`src/rtl/mexp_pkg.sv`:
```
// ----------------------------------------------------------------------------
// mexp_pkg: shared types and constants for the modular exponentiation block
// Holds the operand width, the configuration register indexes, the
// transaction payload types and the controller-to-datapath signal groups.
// ----------------------------------------------------------------------------
package mexp_pkg;

  // Width of one half of an external 128-bit operand.
  localparam int HALF_W = 64;
  // Width of the full external operand.
  localparam int WIDE_W = 2 * HALF_W;
  // Working operand width; base, modulus and exponent are cut to this.
  localparam int KEY_BITS = 128;
  // Bit counter width for one pass over KEY_BITS bits.
  localparam int CNT_W = $clog2(KEY_BITS);
  // Index of the last bit in a pass.
  localparam logic [CNT_W-1:0] LAST_BIT = CNT_W'(KEY_BITS - 1);

  // Configuration register indexes.
  localparam int CFG_IDX_W = 2;
  localparam logic [CFG_IDX_W-1:0] REG_MOD_HI = 2'd0;
  localparam logic [CFG_IDX_W-1:0] REG_MOD_LO = 2'd1;
  localparam logic [CFG_IDX_W-1:0] REG_EXP_HI = 2'd2;
  localparam logic [CFG_IDX_W-1:0] REG_EXP_LO = 2'd3;

  // Input transaction payload.
  typedef struct packed {
    logic [HALF_W-1:0] base_high;
    logic [HALF_W-1:0] base_low;
  } in_t;

  // Result transaction payload.
  typedef struct packed {
    logic [HALF_W-1:0] power_high;
    logic [HALF_W-1:0] power_low;
    logic              modulus_zero;
  } out_t;

  // Commands from the controller to the datapath.
  typedef struct packed {
    logic load_in;      // capture base and exponent, clear the work register
    logic step_en;      // one modular add step into the work register
    logic step_add;     // add the multiplicand instead of doubling
    logic add_sel_acc;  // multiplicand is the accumulator, else the base
    logic bit_in;       // shift the scan register top bit in as carry
    logic x_shift;      // shift the scan register left by one
    logic mul_start;    // load scan register from base, clear work register
    logic wr_base;      // base register takes the work register
    logic wr_acc;       // accumulator takes the work register
    logic acc_init;     // accumulator takes one mod modulus
    logic exp_shift;    // move to the next exponent bit
    logic out_load;     // load the result register
  } dp_cmd_t;

  // Status from the datapath to the controller.
  typedef struct packed {
    logic mod_zero;  // configured modulus is zero
    logic x_msb;     // top bit of the scan register
    logic e_lsb;     // current exponent bit
  } dp_stat_t;

endpackage

```
`src/rtl/modular_exponentiation_128.sv`:
```
// ----------------------------------------------------------------------------
// modular_exponentiation_128: base^exponent mod modulus, 128-bit operands
// Right-to-left square-and-multiply built from a bit-serial modular adder.
// ----------------------------------------------------------------------------
// Usage:
//   Write modulus and exponent through the cfg_ channel (index 0 to 3:
//   modulus high, modulus low, exponent high, exponent low) while idle.
//   cfg_ready is always high. All four registers reset to zero.
//   An input transaction (in_valid high, in_stall low) carries the base.
//   in_stall is high from the cycle after acceptance until the result is
//   placed in the output register, so one transaction is worked at a time.
//   The base is first reduced bit by bit; then each exponent bit takes a
//   sequencing step, an optional multiply and a square. Each multiply or
//   square is a pass over the multiplier bits through the single
//   add-and-reduce unit: a doubling per bit and an add per set bit. A zero
//   modulus skips the computation and returns zero with modulus_zero set.
//   A result waits in the output register while out_stall is high; the next
//   transaction is accepted and worked meanwhile, and holds at its end
//   until the register is free. Reset drops out_valid and goes idle.
// ----------------------------------------------------------------------------
module modular_exponentiation_128 import mexp_pkg::*; (
  input  logic                 clk,
  input  logic                 rst_n,
  input  logic                 cfg_valid,
  output logic                 cfg_ready,
  input  logic [CFG_IDX_W-1:0] cfg_index,
  input  logic [HALF_W-1:0]    cfg_data,
  input  logic                 in_valid,
  output logic                 in_stall,
  input  in_t                  in_data,
  output logic                 out_valid,
  input  logic                 out_stall,
  output out_t                 out_data
);

  dp_cmd_t  cmd;
  dp_stat_t stat;

  assign cfg_ready = 1'b1;

  // Sequencer.
  mexp_ctrl u_ctrl (
    .clk       (clk),
    .rst_n     (rst_n),
    .in_valid  (in_valid),
    .in_stall  (in_stall),
    .out_valid (out_valid),
    .out_stall (out_stall),
    .stat      (stat),
    .cmd       (cmd)
  );

  // Operand registers and arithmetic.
  mexp_datapath u_dp (
    .clk       (clk),
    .rst_n     (rst_n),
    .cfg_we    (cfg_valid & cfg_ready),
    .cfg_index (cfg_index),
    .cfg_data  (cfg_data),
    .in_data   (in_data),
    .cmd       (cmd),
    .stat      (stat),
    .out_data  (out_data)
  );

  // An accepted transaction keeps the input side busy in the next cycle.
  assert property (@(posedge clk) disable iff (!rst_n)
    in_valid && !in_stall |=> in_stall)
    else $error("input not held off after an accepted transaction");

  // A zero-modulus result carries a zero value.
  assert property (@(posedge clk) disable iff (!rst_n)
    out_valid && out_data.modulus_zero |->
      out_data.power_high == '0 && out_data.power_low == '0)
    else $error("zero modulus flagged with a nonzero result");

  // A new result only appears at the end of a transaction in progress.
  assert property (@(posedge clk) disable iff (!rst_n)
    $rose(out_valid) |-> $past(in_stall))
    else $error("result raised without a transaction in progress");

endmodule

```
`src/rtl/mexp_datapath.sv`:
```
// ----------------------------------------------------------------------------
// mexp_datapath: operand registers and the modular add unit
// Holds the configuration, the base, accumulator, work and scan registers,
// and one add-and-reduce unit that serves shift-subtract reduction and
// shift-add multiplication alike. Also holds the result register.
// ----------------------------------------------------------------------------
module mexp_datapath import mexp_pkg::*; (
  input  logic                 clk,
  input  logic                 rst_n,
  input  logic                 cfg_we,
  input  logic [CFG_IDX_W-1:0] cfg_index,
  input  logic [HALF_W-1:0]    cfg_data,
  input  in_t                  in_data,
  input  dp_cmd_t              cmd,
  output dp_stat_t             stat,
  output out_t                 out_data
);

  logic [HALF_W-1:0]   mod_hi_r, mod_lo_r, exp_hi_r, exp_lo_r;
  logic [WIDE_W-1:0]   mod_full, exp_full, base_full, acc_wide;
  logic [KEY_BITS-1:0] mod_k;
  logic [KEY_BITS-1:0] base_r, acc_r, work_r, x_r, e_r;
  logic [KEY_BITS-1:0] addend, work_nxt;
  logic [KEY_BITS:0]   sum;
  logic                zero_r;
  out_t                out_r;

  // Configuration registers.
  always_ff @(posedge clk) begin
    if (!rst_n) begin
      mod_hi_r <= '0;
      mod_lo_r <= '0;
      exp_hi_r <= '0;
      exp_lo_r <= '0;
    end else if (cfg_we) begin
      case (cfg_index)
        REG_MOD_HI: mod_hi_r <= cfg_data;
        REG_MOD_LO: mod_lo_r <= cfg_data;
        REG_EXP_HI: exp_hi_r <= cfg_data;
        REG_EXP_LO: exp_lo_r <= cfg_data;
        default: ;
      endcase
    end
  end

  // Operands cut to the working width.
  assign mod_full  = {mod_hi_r, mod_lo_r};
  assign exp_full  = {exp_hi_r, exp_lo_r};
  assign base_full = {in_data.base_high, in_data.base_low};
  assign mod_k     = mod_full[KEY_BITS-1:0];

  // Modular add: work + addend (+ carry-in bit), less the modulus once
  // when the sum reaches it. Both operands are below the modulus.
  always_comb begin
    addend = cmd.step_add ? (cmd.add_sel_acc ? acc_r : base_r) : work_r;
    sum = {1'b0, work_r} + {1'b0, addend}
        + {{KEY_BITS{1'b0}}, cmd.bit_in & x_r[KEY_BITS-1]};
    if (sum >= {1'b0, mod_k}) begin
      work_nxt = sum[KEY_BITS-1:0] - mod_k;
    end else begin
      work_nxt = sum[KEY_BITS-1:0];
    end
  end

  // Work and scan registers.
  always_ff @(posedge clk) begin
    if (cmd.load_in) begin
      x_r    <= base_full[KEY_BITS-1:0];
      work_r <= '0;
      e_r    <= exp_full[KEY_BITS-1:0];
      zero_r <= (mod_k == '0);
    end else begin
      if (cmd.mul_start) begin
        x_r    <= base_r;
        work_r <= '0;
      end else begin
        if (cmd.x_shift) begin
          x_r <= {x_r[KEY_BITS-2:0], 1'b0};
        end
        if (cmd.step_en) begin
          work_r <= work_nxt;
        end
      end
      if (cmd.exp_shift) begin
        e_r <= {1'b0, e_r[KEY_BITS-1:1]};
      end
    end
  end

  // Base and accumulator registers.
  always_ff @(posedge clk) begin
    if (cmd.wr_base) begin
      base_r <= work_r;
    end
    if (cmd.acc_init) begin
      acc_r <= (mod_k == KEY_BITS'(1)) ? '0 : KEY_BITS'(1);
    end else if (cmd.wr_acc) begin
      acc_r <= work_r;
    end
  end

  // Result register; a zero modulus forces a zero result.
  always_comb begin
    acc_wide = '0;
    acc_wide[KEY_BITS-1:0] = acc_r;
  end

  always_ff @(posedge clk) begin
    if (cmd.out_load) begin
      out_r.power_high   <= zero_r ? '0 : acc_wide[WIDE_W-1:HALF_W];
      out_r.power_low    <= zero_r ? '0 : acc_wide[HALF_W-1:0];
      out_r.modulus_zero <= zero_r;
    end
  end

  assign out_data      = out_r;
  assign stat.mod_zero = (mod_k == '0);
  assign stat.x_msb    = x_r[KEY_BITS-1];
  assign stat.e_lsb    = e_r[0];

endmodule

```
`src/rtl/mexp_ctrl.sv`:
```
// ----------------------------------------------------------------------------
// mexp_ctrl: sequencer for square-and-multiply
// Steps through base reduction, then one optional multiply and one square
// per exponent bit, each as a bit-serial shift-add pass, and hands the
// result to the output register. A zero modulus skips straight to the result.
// ----------------------------------------------------------------------------
module mexp_ctrl import mexp_pkg::*; (
  input  logic     clk,
  input  logic     rst_n,
  input  logic     in_valid,
  output logic     in_stall,
  output logic     out_valid,
  input  logic     out_stall,
  input  dp_stat_t stat,
  output dp_cmd_t  cmd
);

  localparam logic [2:0] S_IDLE = 3'd0;
  localparam logic [2:0] S_REDB = 3'd1;
  localparam logic [2:0] S_INIT = 3'd2;
  localparam logic [2:0] S_EBIT = 3'd3;
  localparam logic [2:0] S_DBL  = 3'd4;
  localparam logic [2:0] S_ADD  = 3'd5;
  localparam logic [2:0] S_MEND = 3'd6;
  localparam logic [2:0] S_DONE = 3'd7;

  logic [2:0]       state_r, state_nxt;
  logic [CNT_W-1:0] cnt_r, cnt_nxt, ecnt_r, ecnt_nxt;
  logic             sqr_r, sqr_nxt;
  logic             out_valid_r, out_valid_nxt;

  // Next-state and command logic.
  always_comb begin
    state_nxt = state_r;
    cnt_nxt   = cnt_r;
    ecnt_nxt  = ecnt_r;
    sqr_nxt   = sqr_r;
    cmd       = '0;
    case (state_r)
      S_IDLE: begin
        if (in_valid) begin
          cmd.load_in = 1'b1;
          cnt_nxt     = '0;
          state_nxt   = stat.mod_zero ? S_DONE : S_REDB;
        end
      end
      S_REDB: begin
        // Shift-subtract reduction of the base, one bit per cycle.
        cmd.step_en = 1'b1;
        cmd.bit_in  = 1'b1;
        cmd.x_shift = 1'b1;
        cnt_nxt     = cnt_r + 1'b1;
        if (cnt_r == LAST_BIT) begin
          state_nxt = S_INIT;
        end
      end
      S_INIT: begin
        cmd.wr_base  = 1'b1;
        cmd.acc_init = 1'b1;
        ecnt_nxt     = '0;
        state_nxt    = S_EBIT;
      end
      S_EBIT: begin
        // Multiply when the exponent bit is set, else go straight to square.
        cmd.mul_start = 1'b1;
        sqr_nxt       = ~stat.e_lsb;
        cnt_nxt       = '0;
        state_nxt     = S_DBL;
      end
      S_DBL: begin
        cmd.step_en = 1'b1;
        if (stat.x_msb) begin
          state_nxt = S_ADD;
        end else begin
          cmd.x_shift = 1'b1;
          cnt_nxt     = cnt_r + 1'b1;
          state_nxt   = (cnt_r == LAST_BIT) ? S_MEND : S_DBL;
        end
      end
      S_ADD: begin
        cmd.step_en     = 1'b1;
        cmd.step_add    = 1'b1;
        cmd.add_sel_acc = ~sqr_r;
        cmd.x_shift     = 1'b1;
        cnt_nxt         = cnt_r + 1'b1;
        state_nxt       = (cnt_r == LAST_BIT) ? S_MEND : S_DBL;
      end
      S_MEND: begin
        if (!sqr_r) begin
          // Multiply done; square the base next.
          cmd.wr_acc    = 1'b1;
          cmd.mul_start = 1'b1;
          sqr_nxt       = 1'b1;
          cnt_nxt       = '0;
          state_nxt     = S_DBL;
        end else begin
          cmd.wr_base   = 1'b1;
          cmd.exp_shift = 1'b1;
          ecnt_nxt      = ecnt_r + 1'b1;
          state_nxt     = (ecnt_r == LAST_BIT) ? S_DONE : S_EBIT;
        end
      end
      S_DONE: begin
        if (!out_valid_r || !out_stall) begin
          cmd.out_load = 1'b1;
          state_nxt    = S_IDLE;
        end
      end
      default: state_nxt = S_IDLE;
    endcase
  end

  // Result valid holds until the receiver takes the transaction.
  always_comb begin
    if (cmd.out_load) begin
      out_valid_nxt = 1'b1;
    end else if (!out_stall) begin
      out_valid_nxt = 1'b0;
    end else begin
      out_valid_nxt = out_valid_r;
    end
  end

  always_ff @(posedge clk) begin
    if (!rst_n) begin
      state_r     <= S_IDLE;
      cnt_r       <= '0;
      ecnt_r      <= '0;
      sqr_r       <= 1'b0;
      out_valid_r <= 1'b0;
    end else begin
      state_r     <= state_nxt;
      cnt_r       <= cnt_nxt;
      ecnt_r      <= ecnt_nxt;
      sqr_r       <= sqr_nxt;
      out_valid_r <= out_valid_nxt;
    end
  end

  assign in_stall  = (state_r != S_IDLE);
  assign out_valid = out_valid_r;

endmodule

```
`config.mk`:
```
export PLATFORM = sky130hd
export DESIGN_NAME = modular_exponentiation_128
export DESIGN_NICKNAME = d
export VERILOG_FILES = /design/src/rtl/mexp_pkg.sv /design/src/rtl/modular_exponentiation_128.sv /design/src/rtl/mexp_datapath.sv /design/src/rtl/mexp_ctrl.sv
export SDC_FILE = /design/constraint.sdc
export NUM_CORES = 2
export LEC_CHECK = 0
export ABC_CLOCK_PERIOD_IN_PS = 8000
export BUFFER_PORTS_ARGS = -buffer_cell sky130_fd_sc_hd__buf_4
export CAP_MARGIN = 5
export CORE_MARGIN = 1
export CORE_UTILIZATION = 50
export CTS_CLUSTER_DIAMETER = 60
export CTS_CLUSTER_SIZE = 10
export DETAILED_ROUTE_END_ITERATION = 12
export GPL_TIMING_DRIVEN = 0
export HOLD_SLACK_MARGIN = 0.05
export PLACE_DENSITY = 0.7
export SLEW_MARGIN = 20
export SYNTH_ARGS = -nofsm -noshare
export SYNTH_HDL_FRONTEND = slang
export SYNTH_SLANG_ARGS = --single-unit
```
`constraint.sdc`:
```
create_clock -name clk -period 8 [get_ports clk]
set_clock_uncertainty 0.15 [all_clocks]
set_input_delay 0.4 -clock clk [delete_from_list [all_inputs] [get_ports clk]]
set_output_delay 0.4 -clock clk [all_outputs]
set_load 0.01 [all_outputs]
```
# Word-level counts from Yosys, hierarchy flattened
# Cells that the tools add are included.
[totals]
register_bits = 1045
out_inout_bits = 132
wordCells = 115
[op_classes]
addsub = 5
n_lt_le_gt_ge = 1
eq_ne = 20
mux = 45
n_bitwise = 3
n_reduce_logical = 23
[ops]
columns = ["op", "count"]
rows = [
  ["$mux W128", 10],
  ["$add A128 B128 Y129", 1],
  ["$add A129 B1 Y129", 1],
  ["$ge A129 B128 Y1", 1],
  ["$eq A128 B1 Y1 const B", 1],
  ["$logic_not A128 Y1", 1],
  ["$sub A128 B128 Y128", 1],
  ["$pmux W7 S5", 1],
  ["$mux W7", 4],
  ["$pmux W3 S8", 1],
  ["$mux W3", 7],
  ["$mux W1", 15],
  ["$add A7 B1 Y7 const B", 2],
  ["$eq A7 B7 Y1 const B", 2],
  ["$pmux W7 S2", 1],
  ["$eq A3 B3 Y1 const B", 4],
  ["$reduce_and A2 Y1", 5],
  ["$ne A2 B1 Y1 const B", 4],
  ["$pmux W1 S2", 4],
  ["$reduce_bool A2 Y1", 4],
  ["$eq A3 B2 Y1 const B", 2],
  ["$ne A2 B2 Y1 const B", 3],
  ["$reduce_bool A3 Y1", 2],
  ["$reduce_bool A5 Y1", 1],
  ["other kinds (14)", 19],
]

# Logic depth before layout (Yosys ltp)
[logic_depth]
word_depth = 8
mapped_depth = 37
depth_no_buf = 29

# Cells and area by module
# From an unflattened synthesis, not the netlist that was laid out.
[unflattened]
hier_cells = 6519
hier_area_um2 = 60169.0
[by_module_without_submodules]
columns = ["module", "instances", "cells_each", "area_each_um2", "seq_area_each_um2"]
rows = [
  ["mexp_datapath", 1, 6365, 58927.8, 26965.9],
  ["mexp_ctrl", 1, 152, 1229.9, 380.4],
  ["modular_exponentiation_128", 1, 2, 11.3, 0.0],
]

# Worst setup path before layout
# OpenSTA, ideal clock, no wires.
[synth_path]
path_kind = "register -> register"
startpoint = "register u_ctrl.state_r[0]"
endpoint = "register u_ctrl.ecnt_r[4]"
setup_time_ns = 0.065
t_arrival_ns = 8.022
t_required_ns = 7.785
slack_ns = -0.238
path_stages_with_launch = 8
n_path_buf = 2
path_cell_list = "dfxtp_1 > clkbuf_1 > nand2b_1 > clkbuf_1 > a21oi_1 > nand4_1 > xor2_1 > nor2_1"
[synth_via]
elab_chain_len = 3
elab_cells_between_ends = 6
[synth_lines]
columns = ["item", "line_no", "rtl"]
rows = [
  ["start: declaration", "mexp_ctrl.sv:27", "logic [2:0] state_r, state_nxt;"],
  ["start signal: assignment", "mexp_ctrl.sv:132", "state_r <= state_nxt;"],
  ["$eq A3 B3 Y1 or $eq A3 B2 Y1 (tied branches)", "mexp_ctrl.sv:39", "case (state_r)"],
  ["$ne A2 B1 Y1 (no source line) or $reduce_bool A2 Y1 (tied branches)", "-", ""],
  ["$reduce_and A2 Y1 (no source line)", "-", ""],
  ["end signal: assignment", "mexp_ctrl.sv:134", "ecnt_r <= ecnt_nxt;"],
  ["end: declaration", "mexp_ctrl.sv:28", "logic [CNT_W-1:0] cnt_r, cnt_nxt, ecnt_r, ecnt_nxt;"],
]
# Parallel ways exist; a longest one is shown, timed or not.
# A chain may end at the register's enable or synchronous reset.

# Final worst setup path
[layout_path]
startpoint = "register u_ctrl.state_r[1]"
endpoint = "register u_dp.work_r[81]"
[layout_via]
elab_chain_len = 8
elab_cells_between_ends = 21
[layout_lines]
columns = ["item", "line_no", "rtl"]
rows = [
  ["$eq A3 B3 Y1", "mexp_ctrl.sv:39", ""],
  ["$mux W2", "mexp_ctrl.sv:39", ""],
  ["$mux W128 (2 in series)", "mexp_datapath.sv:55", "addend = cmd.step_add ? (cmd.add_sel_acc ? acc_r : base_r) : work_r;"],
  ["$add A128 B128 Y129", "mexp_datapath.sv:56", "sum = {1'b0, work_r} + {1'b0, addend}"],
  ["$add A129 B1 Y129", "mexp_datapath.sv:57", "+ {{KEY_BITS{1'b0}}, cmd.bit_in & x_r[KEY_BITS-1]};"],
  ["$sub A128 B128 Y128 or $ge A129 B128 Y1 (tied branches)", "mexp_datapath.sv:59, mexp_datapath.sv:58", ""],
  ["$mux W128", "mexp_datapath.sv:58", "if (sum >= {1'b0, mod_k}) begin"],
  ["end signal: assignment", "mexp_datapath.sv:81", "work_r <= work_nxt;"],
  ["end: declaration", "mexp_datapath.sv:22", "logic [KEY_BITS-1:0] base_r, acc_r, work_r, x_r, e_r;"],
]
# Parallel ways exist; a longest one is shown, timed or not.

==> key figures <==
GRT
  – Global-route wire length before repair: 340 mm
  – Met1 usage: 0.495
  – Vias in the first global route: 53800
  – GRT Util Overall: 0.372
  – Total gr overflow: 0
  – GRT busiest layer: met2
  – Met3 Usage GRT: 0.0677
  – Largest net degree at the start of global routing: 53
  – GR Util met2: 0.575
  – Antenna violations before repair: 15

STA
  – Slew Limit Headroom: 0.158
  – Period minus WS final: about 8.5 ns
  – Fmax: between 100 and 150 MHz
  – Setup WS post-layout: -0.500 ns
  – Final setup violation count: about 130
  – Final hold violation count: 0
  – Setup TNS: -39.24 ns
  – Final period utilization: 1.06
  – Worst-Margin Slew: 1.26 ns
  – Unrepaired setup endpoints after global routing: true
  – Fin. max-slew vios: 0

Die
  – Core area: 120000 sq um
  – Die footprint: 124000 sq um
  – Chip height: 352 um
  – Initial core utilization: 0.507
  – I/O pin cnt: around 330
  – Rows: 127
  – Die width: 352 um

Logic synthesis
  – Sequential share of the synthesized area: 0.448
  – Largest family of logic cells by synthesized area: simple AND/OR/NAND/NOR gates
  – Post-synthesis mux area share: 0.0458
  – Mapped Area: 61100 sq um
  – Yosys top cell area share: 0.316
  – Simple-gate share of the synthesized area: 0.188
  – #FFs+latches synth: 1045
  – Leading post-synthesis cells by cell area: edfxtp_1, dfxtp_1, nand2_1, ha_1, mux2i_1
  – Synth Area per Inst: approximately 8.9 sq um
  – Async S/R FF share, synth: 0
  – XOR/XNOR Fraction of Synth Area: 0.0356
  – Post-Syn Instances: 6900
  – Post-synth top area cell: edfxtp_1
  – Yosys warning total: 0
  – Post-synthesis cell type count: between 90 and 100
  – Post-synth EDFFs: between 600 and 700
  – Compound-cell area share of the yosys netlist: 0.188
  – Synth Area in Adders: 0.0538
  – Syn Nets: 7360
  – Top FF cell, synth: edfxtp_1

CTS
  – CTS Buf Count: 130
  – Reg clk slew, reported paths: roughly 0.060 ns
  – Max Root-Sink Buffers: 3
  – # H-tree levels: 4
  – CTS tree: yes
  – Clk_lat worst skew: 0.80 ns
  – Clock sinks: 1045
  – Clk root buf: clkbuf_16

Final layout
  – Fillers: just over 10000
  – Area Growth Syn to Fin: 25.0%
  – Fraction of layout cells with a size suffix above 1: 0.146
  – Multi-input logic area: approximately 33000 sq um
  – Nets: just over 8000
  – Storage cell area: around 27000 sq um
  – Commonest non-fill, non-tap cell in the layout: nand2_1
  – Commonest non-fill, non-tap cells in the layout: nand2_1, edfxtp_1, o21ai_0

Critical path
  – CP Class: register to register
  – Critical Path RT: between 8 and 9 ns
  – CP endpoint kind: register
  – Critical Path AT: approximately 9.0 ns
  – Delay of the slowest critical-path stage: 0.67 ns
  – CP max-delay cell: or4_4
  – CP Launch Type: register
  – CP max FO: 8

Routing
  – Vias: 56700
  – DRT antenna net count: 0
  – DRT Wirelength: roughly 240 mm
  – DR WL/cell: 25.1 um
  – Initial DRT Pass Iterations: 7
  – Drc violations: 0
  – Initial DRC Count: 6238
  – Vias per std cell: approximately 6

Placed design
  – GPL Wtd Cong: 1.05
  – Pre-CTS setup slack: -5.33 ns
  – Hpwl dp: 177 mm
  – IO buf count: about 330

Min path
  – HP Class: input pin to register

Status
  – Failing checks: negative setup slack
  – Status: finished, violations left

Run
  – Maxcap violations: 0
[final cells by class]
cell class	instances	share of cell area
Antenna cell	11	0.000360
Buffer	389	0.0280
Clock buffer	186	0.0460
Clock inverter	32	0.00526
Inverter	204	0.0101
Multi-Input combinational cell	5213	0.437
Sequential cell	1045	0.358
Tap cell	1612	0.0264
Timing Repair Buffer	705	0.0884
[synth_stat cells (all sizes together), types with 8 or more instances]
cell type,n
dfxtp,403
a2111oi,11
o31ai,33
a221oi,10
a221o,9
xnor2,134
a211oi,69
nor2b,154
and4,8
a41oi,8
clkbuf,386
nor4,60
a21boi,276
buf,52
nand2,1471
ha,258
nand3,51
mux2i,276
o21ai,562
edfxtp,642
nand4,153
a22oi,11
o21bai,72
a31oi,35
and2,149
o221ai,11
inv,204
o21a,54
or3,19
xor2,114
and3,22
or2,13
a21o,107
o22ai,10
nand2b,18
a21oi,484
nor2,346
o211ai,21
nor3,97
[routing by layer]
| metal | vias to the layer above | share of wire |
|---|---|---|
| li1 | 26100 | - |
| met1 | 27500 | 0.41 |
| met2 | 2604 | 0.44 |
| met3 | 535 | 0.090 |
| met4 | 6 | 0.057 |
| met5 | - | 0.00019 |
[critical path, delay by kind of cell (launching register included)]
family	cells	cell delay, ns
fa+ha+maj	3	0.86
flops	1	0.38
buf+inv	9	1.48
xor+xnor	1	0.07
simple gates	11	2.78
compound gates	11	2.56
[through the flow]
stage | hold WS [ns] | util | instances | cell area (sq um)
after floorplan | 0.289 | - | 6900 | 61100
after global placement | 0.300 | 0.544 | 8839 | 65600
after detailed placement | 0.306 | 0.553 | 8876 | 66600
after CTS | 0.0531 | 0.625 | 9355 | 75200
after global routing | 0.123 | 0.634 | 9390 | 76400
final | 0.0993 | 0.634 | 9397 | 76400
[state kept, by name (all words and copies together), names as in the netlist]
name / flops
u_dp.base_r: 128
u_dp.exp_hi_r: 64
u_dp.x_r: 128
u_dp.mod_lo_r: 64
u_dp.out_data: 129
u_dp.exp_lo_r: 64
u_dp.mod_hi_r: 64
u_dp.work_r: 128
u_dp.zero_r: 1
u_ctrl.ecnt_r: 7
u_ctrl.out_valid: 1
u_ctrl.sqr_r: 1
u_dp.e_r: 128
u_ctrl.state_r: 3
u_ctrl.cnt_r: 7
u_dp.acc_r: 128
[final timing paths]
check                    startpoint           endpoint  slack [ns]  cells past startpoint
setup / recovery  u_ctrl.state_r[1]    u_dp.work_r[81]       -0.50                     35
hold / removal         cfg_index[1]   u_dp.exp_hi_r[2]         0.1                      5
setup reg to reg  u_ctrl.state_r[1]    u_dp.work_r[81]       -0.50                     35
hold reg to reg   u_dp.exp_lo_r[35]  u_dp.exp_lo_r[35]        0.31                      2
[cells by family (layout without fill, tap and decap cells)]
logic type	count (synthesis)	count (layout)
other	1	12
AOI/OAI and AO/OA	1842	1842
buffers and inverters	642	1516
DFF	1045	1045
and+or+nand+nor	2582	2582
muxes	279	279
xor gates and xnor gates	248	248
adders and majority gates	261	261
[timing repair]
| item | CTS | global route |
|---|---|---|
| hold endpoints to repair | 424 | 0 |
| gates resized for setup | 443 | 193 |
| cloned | 7 | 4 |
| hold buffers | 196 | 0 |
| buffers inserted | 98 | 39 |
| endpoints found under the setup margin | 128 | 128 |
| pin swaps | 113 | 82 |
Power is not shown: default switching activity piles up to over one toggle a cycle in this logic, so the estimate is an artifact.
